===== config.mk =====
export PLATFORM = sky130hd
export DESIGN_NAME = lrni_sqrt
export DESIGN_NICKNAME = d
export VERILOG_FILES = /design/src/hdl/lrni_pkg.sv /design/src/hdl/lrni_sqrt.sv
export SDC_FILE = /design/constraint.sdc
export NUM_CORES = 1
export LEC_CHECK = 0
export CAP_MARGIN = 10
export CORE_ASPECT_RATIO = 0.8
export CORE_MARGIN = 3
export CORE_UTILIZATION = 59
export CTS_CLUSTER_DIAMETER = 40
export DETAILED_ROUTE_END_ITERATION = 6
export DONT_BUFFER_PORTS = 1
export PLACE_DENSITY = 0.76
export SETUP_SLACK_MARGIN = 0.5
export SLEW_MARGIN = 20
export SYNTH_ARGS = -nofsm -noshare
export SYNTH_HDL_FRONTEND = slang
export SYNTH_SLANG_ARGS = --single-unit

===== constraint.sdc =====
create_clock -name clk -period 5.7 [get_ports clk]
set_clock_uncertainty 0.15 [all_clocks]
set_input_delay 0.285 -clock clk [delete_from_list [all_inputs] [get_ports clk]]
set_output_delay 0.285 -clock clk [all_outputs]
set_load 0.005 [all_outputs]

===== src/hdl/lrni_pkg.sv =====
package lrni_pkg;

  localparam int DIV_STAGES = 16;
  localparam int DIV_LAT = DIV_STAGES + 1;
  localparam int SQ_STAGES = 8;
  localparam int SQ_LAT = SQ_STAGES + 1;

  typedef struct packed {
    logic [32:0] rem;
    logic [31:0] acc;
    logic [31:0] dv;
    logic        neg;
    logic        zero;
  } div_st_t;

  typedef struct packed {
    logic [19:0] rem;
    logic [15:0] root;
    logic [31:0] val;
  } sq_st_t;

  typedef struct packed {
    logic        steep;
    logic [31:0] fx;
    logic [31:0] fy;
    logic [31:0] left;
    logic [31:0] top;
    logic [31:0] right;
    logic [31:0] bottom;
    logic [31:0] m0;
    logic [31:0] m1;
  } side_t;

  typedef struct packed {
    logic [3:0][31:0] cx;
    logic [3:0][31:0] cy;
    logic [3:0]       mask;
  } cand_t;

endpackage


===== src/hdl/lrni_sqrt.sv =====
module lrni_sqrt (
  input  logic        clk,
  input  logic        en,
  input  logic [31:0] val,
  output logic [15:0] root
);

  lrni_pkg::sq_st_t st0;
  lrni_pkg::sq_st_t stg [lrni_pkg::SQ_STAGES];

  function automatic lrni_pkg::sq_st_t sq_step(input lrni_pkg::sq_st_t s);
    lrni_pkg::sq_st_t r;
    logic [19:0] trial;
    r = s;
    for (int k = 0; k < 2; k++) begin
      r.rem = {r.rem[17:0], r.val[31:30]};
      r.val = {r.val[29:0], 2'b00};
      trial = {2'b00, r.root, 2'b01};
      if (r.rem >= trial) begin
        r.rem = r.rem - trial;
        r.root = {r.root[14:0], 1'b1};
      end else begin
        r.root = {r.root[14:0], 1'b0};
      end
    end
    return r;
  endfunction

  always_comb begin
    st0.rem = '0;
    st0.root = '0;
    st0.val = val;
  end

  for (genvar s = 0; s < lrni_pkg::SQ_STAGES; s++) begin : g_stage
    if (s == 0) begin : g_first
      always_ff @(posedge clk) begin
        if (en) stg[s] <= sq_step(st0);
      end
    end else begin : g_next
      always_ff @(posedge clk) begin
        if (en) stg[s] <= sq_step(stg[s-1]);
      end
    end
  end

  always_ff @(posedge clk) begin
    if (en) root <= stg[lrni_pkg::SQ_STAGES-1].root;
  end

endmodule


* Yosys cells after proc, flatten, opt, wreduce, memory -nomap -nowiden
Memory sizes are Yosys's and may differ from the RTL's. A register that Yosys moved wholly into a read port is not among the register bits. Cells that the tools add are included.
Cells by class: add/subtract/negate cells 16, $lt $le $gt $ge 16, multiplexer cells 66
Operator list (count):
- 20-bit two-way mux | 16
- 20-bit by 18-bit >= comparator with 1-bit output | 15
- 18-bit two-way mux | 16
- 16-bit two-way mux | 16
- 20-bit by 18-bit subtractor with 20-bit output | 8
- 18-bit subtractor | 7
- 1-bit two-way mux | 18
- 2-bit by 1-bit subtractor with 3-bit output, second input constant | 1
- 2-bit by 1-bit >= comparator with 1-bit output, second input constant | 1
Storage, ports and cells: bits in registers 0, RAM bits 512, memories kept 1
Memories:
- stg | words 8, bits a word 64, read ports 8, clocked after Yosys merged registers in 1, wr ports 8, line lrni_sqrt.sv:9 | lrni_pkg::sq_st_t stg [lrni_pkg::SQ_STAGES];

* Depth between registers and ports, before layout
An unclocked memory read counts as a cell.
depth in word-level cells 7, mapped depth 25, gate-level depth less buffers 23

* Least setup slack after synthesis
Ideal clock, no wire load.
path kind reg2reg, from mem stg[5][28] (netlist name), to mem stg[6][48] (netlist name), data pin, setup time 0.268 ns, data arrival time 4.858 ns, data required time 5.282 ns, slack 0.424 ns, cell stages (with the launch flop) 21, path buffers 3, period minus slack after synthesis 5.276 ns, cells stage by stage edfxtp_1 > inv_1 > ha_1 > nor2b_1 > o21ai_0 > a21oi_1 > o31ai_1 > nand2_1 > clkbuf_1 > clkbuf_1 > a31o_2 > ha_1 > a21o_1 > a21o_1 > a21oi_1 > nand3_1 > o21ai_0 > a21oi_1 > nor2_1 > clkbuf_1 > o21ai_0
RTL lines (line):
- from (decl) | lrni_sqrt.sv:9

==> results summary <==
The flow ran to the end, but the final reports show violations. The checks that failed: negative hold slack. The post-synthesis cell area came out at 19400 um2. VDD sags by at most 0.300 mV. The number of global-route vias before repair is 13100. For this run, the leading register cell type out of synthesis is edfxtp_1. During synthesis, Yosys emitted a total of 0 warnings. The upper clock frequency limit is 197 MHz. The aggregate global routing overflow is 0. Entering global routing, the biggest net connects 319 pins.

The count of input and output buffers came out at 0. The total count of hold-check failures in the final report came out at 170. The total power after layout is 8.96 mW. The clock transition at the registers of the reported paths came out at 0.06 ns. The count of boundary I/O pins is 50. The data required time of the worst path is 5.84 ns. The tool flagged a number of max-cap violations equal to 0. Setup violations remaining at the end of the flow were counted as 0. The first global-routing pass estimated between 60000 and 70000 um of wire. The root buffer cell chosen for the clock tree is clkbuf_16. Routability-driven placement finished with a final weighted congestion of 0.933.

The floorplan step defined a die boundary enclosing 35100 um2. The cell count after synthesis came out at between 1500 and 2000. The detailed-route via count is 14100.

In this run, post-CTS hold repair placed 35 buffers. The worst slew margin relative to its limit is 48.2%. The transition at the pin with the smallest max-transition slack came out at 0.770 ns. The count of fill cells added during filler insertion is 2342. The worst path in the final design needs a cycle of 5.09 ns, including I/O delays and setup. The clock drives 318 sinks. The die extent in y is 168 um. The residual antenna-violating net count after detailed routing is 0. The CTS H-tree depth is 2. The share of the clock period used by the worst path after layout came out at 89.3%. The die width came out at 209 um. The per-instance average area after synthesis is between 10 and 15 um2.

The area share of the largest cell type after synthesis is approximately half. Dividing the detail-routed via count by the number of cells gives ~6. The analysis attributes to cell leakage a power of roughly 8.8 nW. Setup repair after global routing could not meet its margin everywhere.

The share of cells above drive strength 1 came out at approximately a tenth. The number of CTS-inserted buffers is 41. The number of distinct library cell variants in the gate-level netlist after synthesis came out at roughly 80.

The share of async-settable or async-resettable flops after synthesis is 0%. The power density over cell area came out at about 400 nW/um2. The initial antenna violation count came out at 1. Yosys attributes the largest share of cell area to edfxtp_1 49%, ha_1 9.6%, xnor2_1 5.1%.

The worst hold path belongs to the class in -> reg. The all-layer global routing usage is 23.0%. The standard cell core area came out at 31900 um2. The worst setup path is captured at a flop. The row count came out at 58.

The initial standard-cell utilization of the core came out at 60.8%. The number of nets in the layout is 2088. In this run, synthesis inferred 318 flip-flops with an integrated enable. The synthesized design spends more area on one cell type than any other, namely edfxtp_1. The clock insertion delay at the later pin of the skew report is approximately 0.55 ns. The final routed DRC violation total is 0. The count of antenna diodes in the layout is 0.

Relative to the synthesized area, the layout overhead comes to 14.0%. The final routed wirelength across all metal layers came out at ~42000 um. The number of DRC markers in iteration 0 is ~1300.

The total iterations of the first detailed-routing run is 5. The routed wire length per instance came out at roughly 18 um. Measured on the finished design, the core utilization comes to 69.3%. The maximum net fanout on the critical path came out at 6. The start-to-end type of the worst setup path is reg -> reg. The tightest hold path in the finished design has a slack of -0.294 ns.

Sequential cells were found to cover 49.2% of the synthesized design area. Summed over all failing endpoints, the final setup total negative slack is 0 ns. The number of flip-flops and latches in the synthesized netlist is 318. The HPWL after detailed placement is approximately 30000 um. The worst setup path is launched from a flop.

The count of final max-slew check failures came out at 0. The arrival time at the worst endpoint came out at 5.23 ns. The number of buffers between clock root and the deepest sink came out at 3.

TritonCTS built the clock tree.
-- report_power, final --
group          switching (mW)  internal (mW)
clock network            1.03           1.57
logic                    1.72           1.34
registers               0.242           3.06
total                    2.98           5.97
-- state kept, by name (all words and copies together), names as in the netlist --
| register | cells |
|---|---|
| stg | 302 |
| root | 16 |
-- timing repair --
action,in CTS,in global routing
gates cloned,0,1
hold endpoints to repair,353,318
setup endpoints to repair,23,79
gates resized for setup,6,41
buffers inserted,4,10
pin swaps,1,12
-- Yosys cell counts, drive strengths merged (26+ instances only) --
library cell  number
nor3              43
edfxtp           318
nand2b            27
inv              128
a21o              52
nor2             146
nand3             38
o21ai             88
clkbuf            26
ha               149
a21oi            150
xor2              59
xnor2            113
nand2            128
nor4              27
-- metrics by stage --
step | worst slack, ns | hold slack [ns] | std cells | cell area (um2)
floorplan | 0.535 | 0.234 | 1811 | 19400
global placement | 0.436 | 0.234 | 2232 | 20000
detailed placement | 0.280 | 0.234 | 2232 | 20000
CTS | 0.525 | -0.303 | 2347 | 21900
global route | 0.389 | -0.323 | 2358 | 22100
finish | 0.612 | -0.294 | 2358 | 22100
-- cell usage in the layout (no fill, tap or decap), drive strengths merged, types with 48 or more instances in the layout --
| master | count |
|---|---|
| nand2 | 128 |
| xor2 | 59 |
| inv | 138 |
| nor2 | 146 |
| a21oi | 150 |
| ha | 149 |
| edfxtp | 318 |
| a21o | 52 |
| o21ai | 88 |
| buf | 48 |
| xnor2 | 113 |
-- routing by layer --
metal	vias up	track usage (%)	share of wire [%]
li1	6894	-	-
met2	505	34.4	43
met4	0	6.08	1.9
met1	6620	35.0	47
met5	-	0	0
met3	71	4.14	7.9
-- layout make-up --
class                      instances  area (um2)  share of cell area (%)
tap                              420         526                    2.38
clock inverter                    29         329                    1.49
sequential                       318        9550                    43.2
timing repair buffer              83         711                    3.21
clock buffer                      47        1070                    4.84
multi-input combinational       1330        9440                    42.7
inverter                         131         500                    2.26
-- cells by family after synthesis --
kind of cell,after synthesis,synth area share (%)
XOR/XNOR,172,7.77
buffers and inverters,164,3.28
flip-flops,318,49.2
adder cells (fa/ha/maj),149,9.61
AO/OA/AOI/OAI,419,13.7
other,1,0.0193
multiplexers,28,1.58
AND/OR/NAND/NOR,559,14.9
-- critical path, stage by stage, from the launching register on --
cell and delay [ns]:
edfxtp_1 0.44, ha_4 0.32, nor2b_1 0.12, o21ai_0 0.12, a21oi_2 0.20, o21ai_2 0.09
a21oi_2 0.21, nor4_4 0.07, or3_4 0.42, buf_4 0.15, o31ai_1 0.28, ha_1 0.30
a21o_1 0.17, a21o_1 0.18, a21o_1 0.17, a21oi_1 0.14, nor2b_1 0.05, o21ai_0 0.15
a21oi_1 0.11, a2111oi_1 0.42, a21oi_1 0.15, a2111o_1 0.40
-- final timing paths --
| kind | from | end | slack [ns] | cells after the start |
|---|---|---|---|---|
| max | stg[6][44] | stg[7][28] | 0.61 | 21 |
| min | en | stg[0][2] | -0.29 | 0 |
| max reg2reg | stg[6][44] | stg[7][28] | 0.61 | 21 |
| min reg2reg | stg[7][39] | root[11] | 0.27 | 0 |
(Power assumes the default switching activity.)
