[src/hdl/lrni_pkg.sv]
package lrni_pkg;

  localparam int DIV_STAGES = 16;
  localparam int DIV_LAT = DIV_STAGES + 1;
  localparam int SQ_STAGES = 8;
  localparam int SQ_LAT = SQ_STAGES + 1;

  typedef struct packed {
    logic [32:0] rem;
    logic [31:0] acc;
    logic [31:0] dv;
    logic        neg;
    logic        zero;
  } div_st_t;

  typedef struct packed {
    logic [19:0] rem;
    logic [15:0] root;
    logic [31:0] val;
  } sq_st_t;

  typedef struct packed {
    logic        steep;
    logic [31:0] fx;
    logic [31:0] fy;
    logic [31:0] left;
    logic [31:0] top;
    logic [31:0] right;
    logic [31:0] bottom;
    logic [31:0] m0;
    logic [31:0] m1;
  } side_t;

  typedef struct packed {
    logic [3:0][31:0] cx;
    logic [3:0][31:0] cy;
    logic [3:0]       mask;
  } cand_t;

endpackage

[src/hdl/lrni_div.sv]
module lrni_div (
  input  logic        clk,
  input  logic        en,
  input  logic [31:0] num,
  input  logic [31:0] den,
  output logic [31:0] quo
);

  lrni_pkg::div_st_t st0;
  lrni_pkg::div_st_t stg [lrni_pkg::DIV_STAGES];

  function automatic lrni_pkg::div_st_t div_step(input lrni_pkg::div_st_t s);
    lrni_pkg::div_st_t r;
    r = s;
    for (int k = 0; k < 2; k++) begin
      r.rem = {r.rem[31:0], r.acc[31]};
      r.acc = {r.acc[30:0], 1'b0};
      if (r.rem >= {1'b0, r.dv}) begin
        r.rem = r.rem - {1'b0, r.dv};
        r.acc[0] = 1'b1;
      end
    end
    return r;
  endfunction

  always_comb begin
    st0.rem = '0;
    st0.acc = num[31] ? (32'd0 - num) : num;
    st0.dv = den[31] ? (32'd0 - den) : den;
    st0.neg = num[31] ^ den[31];
    st0.zero = (den == 32'd0);
  end

  for (genvar s = 0; s < lrni_pkg::DIV_STAGES; s++) begin : g_stage
    if (s == 0) begin : g_first
      always_ff @(posedge clk) begin
        if (en) stg[s] <= div_step(st0);
      end
    end else begin : g_next
      always_ff @(posedge clk) begin
        if (en) stg[s] <= div_step(stg[s-1]);
      end
    end
  end

  always_ff @(posedge clk) begin
    if (en) begin
      if (stg[lrni_pkg::DIV_STAGES-1].zero) begin
        quo <= '0;
      end else if (stg[lrni_pkg::DIV_STAGES-1].neg) begin
        quo <= 32'd0 - stg[lrni_pkg::DIV_STAGES-1].acc;
      end else begin
        quo <= stg[lrni_pkg::DIV_STAGES-1].acc;
      end
    end
  end

endmodule

[config.mk]
export PLATFORM = sky130hd
export DESIGN_NAME = lrni_div
export DESIGN_NICKNAME = d
export VERILOG_FILES = /design/src/hdl/lrni_pkg.sv /design/src/hdl/lrni_div.sv
export SDC_FILE = /design/constraint.sdc
export NUM_CORES = 2
export LEC_CHECK = 0
export ABC_CLOCK_PERIOD_IN_PS = 9500
export BUFFER_PORTS_ARGS = -buffer_cell sky130_fd_sc_hd__buf_2
export CORE_ASPECT_RATIO = 1.25
export CORE_MARGIN = 10
export CORE_UTILIZATION = 30
export CTS_CLUSTER_DIAMETER = 50
export DETAILED_ROUTE_END_ITERATION = 6
export HOLD_SLACK_MARGIN = 0.08
export SKIP_CTS_REPAIR_TIMING = 1
export SLEW_MARGIN = 20
export SYNTH_ARGS = -nofsm -noshare
export SYNTH_HDL_FRONTEND = slang
export SYNTH_SLANG_ARGS = --single-unit
[constraint.sdc]
create_clock -name clk -period 9.5 [get_ports clk]
set_input_delay 0.95 -clock clk [delete_from_list [all_inputs] [get_ports clk]]
set_output_delay 0.95 -clock clk [all_outputs]
set_load 0.01 [all_outputs]
# --- Yosys cells after proc, flatten, opt, wreduce, memory -nomap -nowiden ---
# Memories as Yosys holds them, arrays and structs flattened.
# Cells that the tools add are included.
# W data, S select, Z words.
totals:
  out_inout_bits: 32
  in_bits: 66
  mem_count: 1
  wordCells: 204
  reg_bits: 32
  ramBits: 1584
classes:
  n_mux: 133
  bitwise_logic: 1
  n_lt_le_gt_ge: 32
  reduce_logical: 1
  n_addsub: 35
mem_list:
  columns: ["memory", "depth", "word_bits", "rd", "rd_ports_with_merged_regs", "wr", "line_no", "rtl"]
  rows:
  - ["stg", 16, 99, 16, 0, 16, "lrni_div.sv:10", "lrni_pkg::div_st_t stg [lrni_pkg::DIV_STAGES];"]
ops:
  columns: ["cell", "n"]
  rows:
  - ["$mux W32", 35]
  - ["$mux W33", 32]
  - ["$ge A33 B32 Y1", 31]
  - ["$sub A33 B32 Y33", 16]
  - ["$sub A32 B32 Y32", 15]
  - ["$sub A1 B32 Y32 const A", 3]
  - ["$mux W1", 66]
  - ["$ge A1 B32 Y1", 1]
  - ["$logic_not A32 Y1", 1]
  - ["$sub A1 B32 Y32", 1]
  - ["$xor A1 B1 Y1", 1]

# --- Depth between registers and ports, before layout ---
depth:
  word_depth: 8
  mapped_depth: 32
  depth_no_buf: 31

# --- Worst setup path after synthesis ---
# OpenSTA, ideal clock, no wires.
synth_path:
  path_kind: "input to register"
  start: "input num[3]"
  end: "memory stg[0][94] in the netlist's numbering, data pin"
  slack_ns: 1.355
  setup_ns: 0.257
  arrival_ns: 7.888
  stages: 30
  required_ns: 9.243
  n_path_buf: 0
  path_cell_list: "or3_1 nor3_2 nand3_1 nand3b_1 or4_1 or4_1 or3_1 or4_1 nand4bb_1 ha_1 inv_1 ha_1 nand2_1 a21oi_1 nand3_1 nor4b_2 nand3_1 mux2_2 fa_1 nor2b_1 o21ai_0 a21boi_0 o21ai_0 a211oi_1 a21oi_1 o31ai_1 a41o_1 a21oi_1 xor2_1 nor2_1"
synth_rtl:
  columns: ["element", "line_no", "rtl"]
  rows:
  - ["from (decl)", "lrni_div.sv:4", "input logic [31:0] num,"]
  - ["to (decl)", "lrni_div.sv:10", null]

==> results.yml <==
outcome:
  status: "complete, no violations"
grt:
  antenna_found_initial: 14
  grt_max_degree: 182
  gr-total-overflow: 0
  grt_usage_pct: 14.2
  grt_first_pass_wirelength_um: 435000
  grt_pass1_vias: 81000
detailed_routing:
  vias: 78400
  firstDrtPassIters: 7
  wl_um: 285000
  drc: 0
  drt_iter0_drc: 3779
  ant_nets: 0
  via_per_inst: 5.05
  wl_per_cell_um: 18.4
synthesis:
  syn_avg_cell_area_sq_um: 10.4
  synth-seq-cells: 1536
  postSynthCellCount: 10400
  synth_edf_count: 1536
  syn_nets: 11500
  yosysWarningCount: 0
  synthFlopType: "edfxtp_1"
  synth-seq-area-share_pct: 42.8
  syn_area_sq_um: 108000
  yosysUniqueCellTypes: 98
  async_flop_share_pct: 0
critical_path:
  rrSetupSlack_ns: 1.08
  endpoint: "stg[0][270]$_DFFE_PP_"
  r2r-end: "stg[0][270]$_DFFE_PP_"
  path_max_fanout: 33
  cp-end-kind: "flip-flop"
  r2r_cells: 25
  rr_startpoint: "stg[0][111]$_DFFE_PP_"
  critPathLaunchType: "flip-flop"
  worstSetupStartpoint: "stg[0][111]$_DFFE_PP_"
  arrival_ns: 9.02
  required_ns: 10.10
  worstSetupPathType: "flip-flop to flip-flop"
placement:
  routabilityCongestion: 0.957
  port-buffer-count: 97
  placed_cell_area_sq_um: 115000
  place_hpwl_um: 230000
timing:
  fin_crit_sh_pct: 88.6
  fin_skew_ns: 0.102
  hold_viol: 0
  max_slew_margin_pct: 20.8
  period_needed_ns: 8.42
  setup_violations: 0
  fmax_ghz: 0.119
  slew_violations: 0
  tns_ns: 0
  rsz0062_at_grt: "false"
  worst_pin_slew_ns: 1.18
die:
  die_w_um: 556
  dieArea_sq_um: 384000
  die_h_um: 690
  io_pins: 98
  rows: 245
  initial_utilization_pct: 30.2
  core_area_sq_um: 357000
clocking:
  cts.clk_slew.worst_paths_ns: 0.06
  cts_sinks: 1536
  h-tree-depth: 4
  cts_root_buffer: "clkbuf_16"
  cts_buffer_depth: 4
  cts_made_buffers: 219
  insertion_delay_ns: 0.90
  cts_tree: "done"
final_layout:
  drive_above_1_share_pct: 11.8
  design_area_sq_um: 122000
  syn2layout_area_growth_pct: 13.0
  final_net_count: 11700
job:
  maxCapViolCount: 0
min_path:
  hp-class: "input pin to flip-flop"
cell usage after synthesis, drive strengths merged, types with 27 or more instances:
master / count / area, sq um
o21ai: 583 / 2960
o41ai: 27 / 259
or3: 56 / 355
or4: 33 / 248
and3: 89 / 557
a21o: 459 / 3450
o211ai: 48 / 360
nor3: 152 / 771
o31a: 27 / 236
a31o: 29 / 254
fa: 30 / 601
edfxtp: 1536 / 46100
nand2b: 131 / 820
a211o: 35 / 307
a211oi: 89 / 673
nor2b: 107 / 669
clkbuf: 160 / 601
o31ai: 109 / 818
ha: 997 / 12500
o21bai: 120 / 901
nand2: 623 / 2340
and4: 52 / 458
nand3: 200 / 1000
or2: 45 / 282
inv: 816 / 3060
and2: 42 / 263
mux2i: 47 / 470
a31oi: 92 / 576
buf: 47 / 224
a21oi: 864 / 4340
nor4: 37 / 246
xor2: 313 / 2740
xnor2: 562 / 4920
o21a: 133 / 998
nor2: 672 / 2520
mux2: 550 / 6200
nand4: 138 / 863
a21boi: 32 / 240
how the worst min path moves through the flow:
stage | startpoint | endpoint | slack, ns | depth (start not counted)
5_1_grt | num[0] | stg[0][36]$_DFFE_PP_ | 0.24 | 1
3_5_place_dp | stg[0][35]$_DFFE_PP_ | stg[0][136]$_DFFE_PP_ | 0.40 | 0
3_3_place_gp | stg[1][630]$_DFFE_PP_ | stg[1][731]$_DFFE_PP_ | 0.40 | 0
2_1_floorplan | stg[0][1]$_DFFE_PP_ | stg[0][100]$_DFFE_PP_ | 0.40 | 0
6_report | num[0] | stg[0][36]$_DFFE_PP_ | 0.28 | 1
4_1_cts | num[0] | stg[0][36]$_DFFE_PP_ | 0.21 | 1
registers in the layout, indices dropped and copies added, names as in the netlist:
| name | cells |
|---|---|
| stg | 1504 |
| quo | 32 |
per-layer routing:
| metal | wire length (um) | track usage (%) |
|---|---|---|
| met4 | 26500 | 11.3 |
| met3 | 7090 | 1.66 |
| met5 | 49 | 0 |
| met2 | 156000 | 28.6 |
| met1 | 95100 | 12.3 |
cell families after synthesis:
| kind of cell | Yosys count | synth area share [%] |
|---|---|---|
| xor gates and xnor gates | 875 | 7.12 |
| adders and majority gates | 1027 | 12.1 |
| muxes | 597 | 6.19 |
| buffers and inverters | 1024 | 3.61 |
| DFF | 1536 | 42.8 |
| AOI/OAI and AO/OA | 2871 | 17.1 |
| and+or+nand+nor | 2435 | 11.0 |
critical path, cell delays in order, from the launching register on:
cell and delay, ns:
edfxtp_1 0.40, inv_1 0.09, ha_1 0.38, and4_1 0.27, nand4_1 0.18, o311ai_0 0.85, o21ai_0 0.43, o311ai_0 0.87
a211oi_1 0.25, o21ai_4 0.46, buf_4 0.39, nor2_1 0.07, a21oi_1 0.18, ha_1 0.32, a21o_1 0.21, a21o_1 0.18
a21oi_1 0.21, nor2_1 0.06, a211oi_1 0.49, o22ai_1 0.14, nor2_1 0.15, a31oi_1 0.14, a211o_1 0.37, a211oi_4 0.15
buf_4 0.42, mux2_2 0.40
layout make-up:
| cell class | instances | area, sq um |
|---|---|---|
| multi-input cells | 7805 | 57900 |
| clock buffers | 248 | 5630 |
| well taps | 4693 | 5870 |
| fillers | 36000 | 235000 |
| flip-flops and latches | 1536 | 46100 |
| repair buffers | 258 | 1830 |
| inverters | 817 | 3070 |
| diodes | 8 | 20.0 |
| clock inverters | 139 | 1310 |
stage by stage:
| step | hold WS [ns] | instances | worst slack [ns] | util [%] |
|---|---|---|---|---|
| 2_1_floorplan | 0.400 | 10400 | 1.35 | - |
| 3_3_place_gp | 0.401 | 15100 | 0.186 | 32.2 |
| 3_5_place_dp | 0.405 | 15100 | 0.270 | 32.2 |
| 4_1_cts | 0.212 | 15500 | 1.09 | 34.1 |
| 5_1_grt | 0.238 | 15500 | 0.656 | 34.1 |
| 6_report | 0.275 | 15500 | 1.08 | 34.1 |
layout by cell type, fill, tap and decap left out, drive strengths merged, types with 109 or more instances in the layout:
master,synthesis,final
edfxtp,1536,1536
ha,997,997
a21oi,864,864
inv,816,850
nor2,672,672
nand2,623,623
o21ai,583,583
xnor2,562,562
mux2,550,550
a21o,459,459
xor2,313,313
buf,47,258
clkbuf,160,248
nand3,200,200
nor3,152,152
nand4,138,138
o21a,133,133
nand2b,131,131
o21bai,120,120
o31ai,109,109
Power is not shown: default switching activity piles up to over one toggle a cycle in this logic, so the estimate is an artifact.
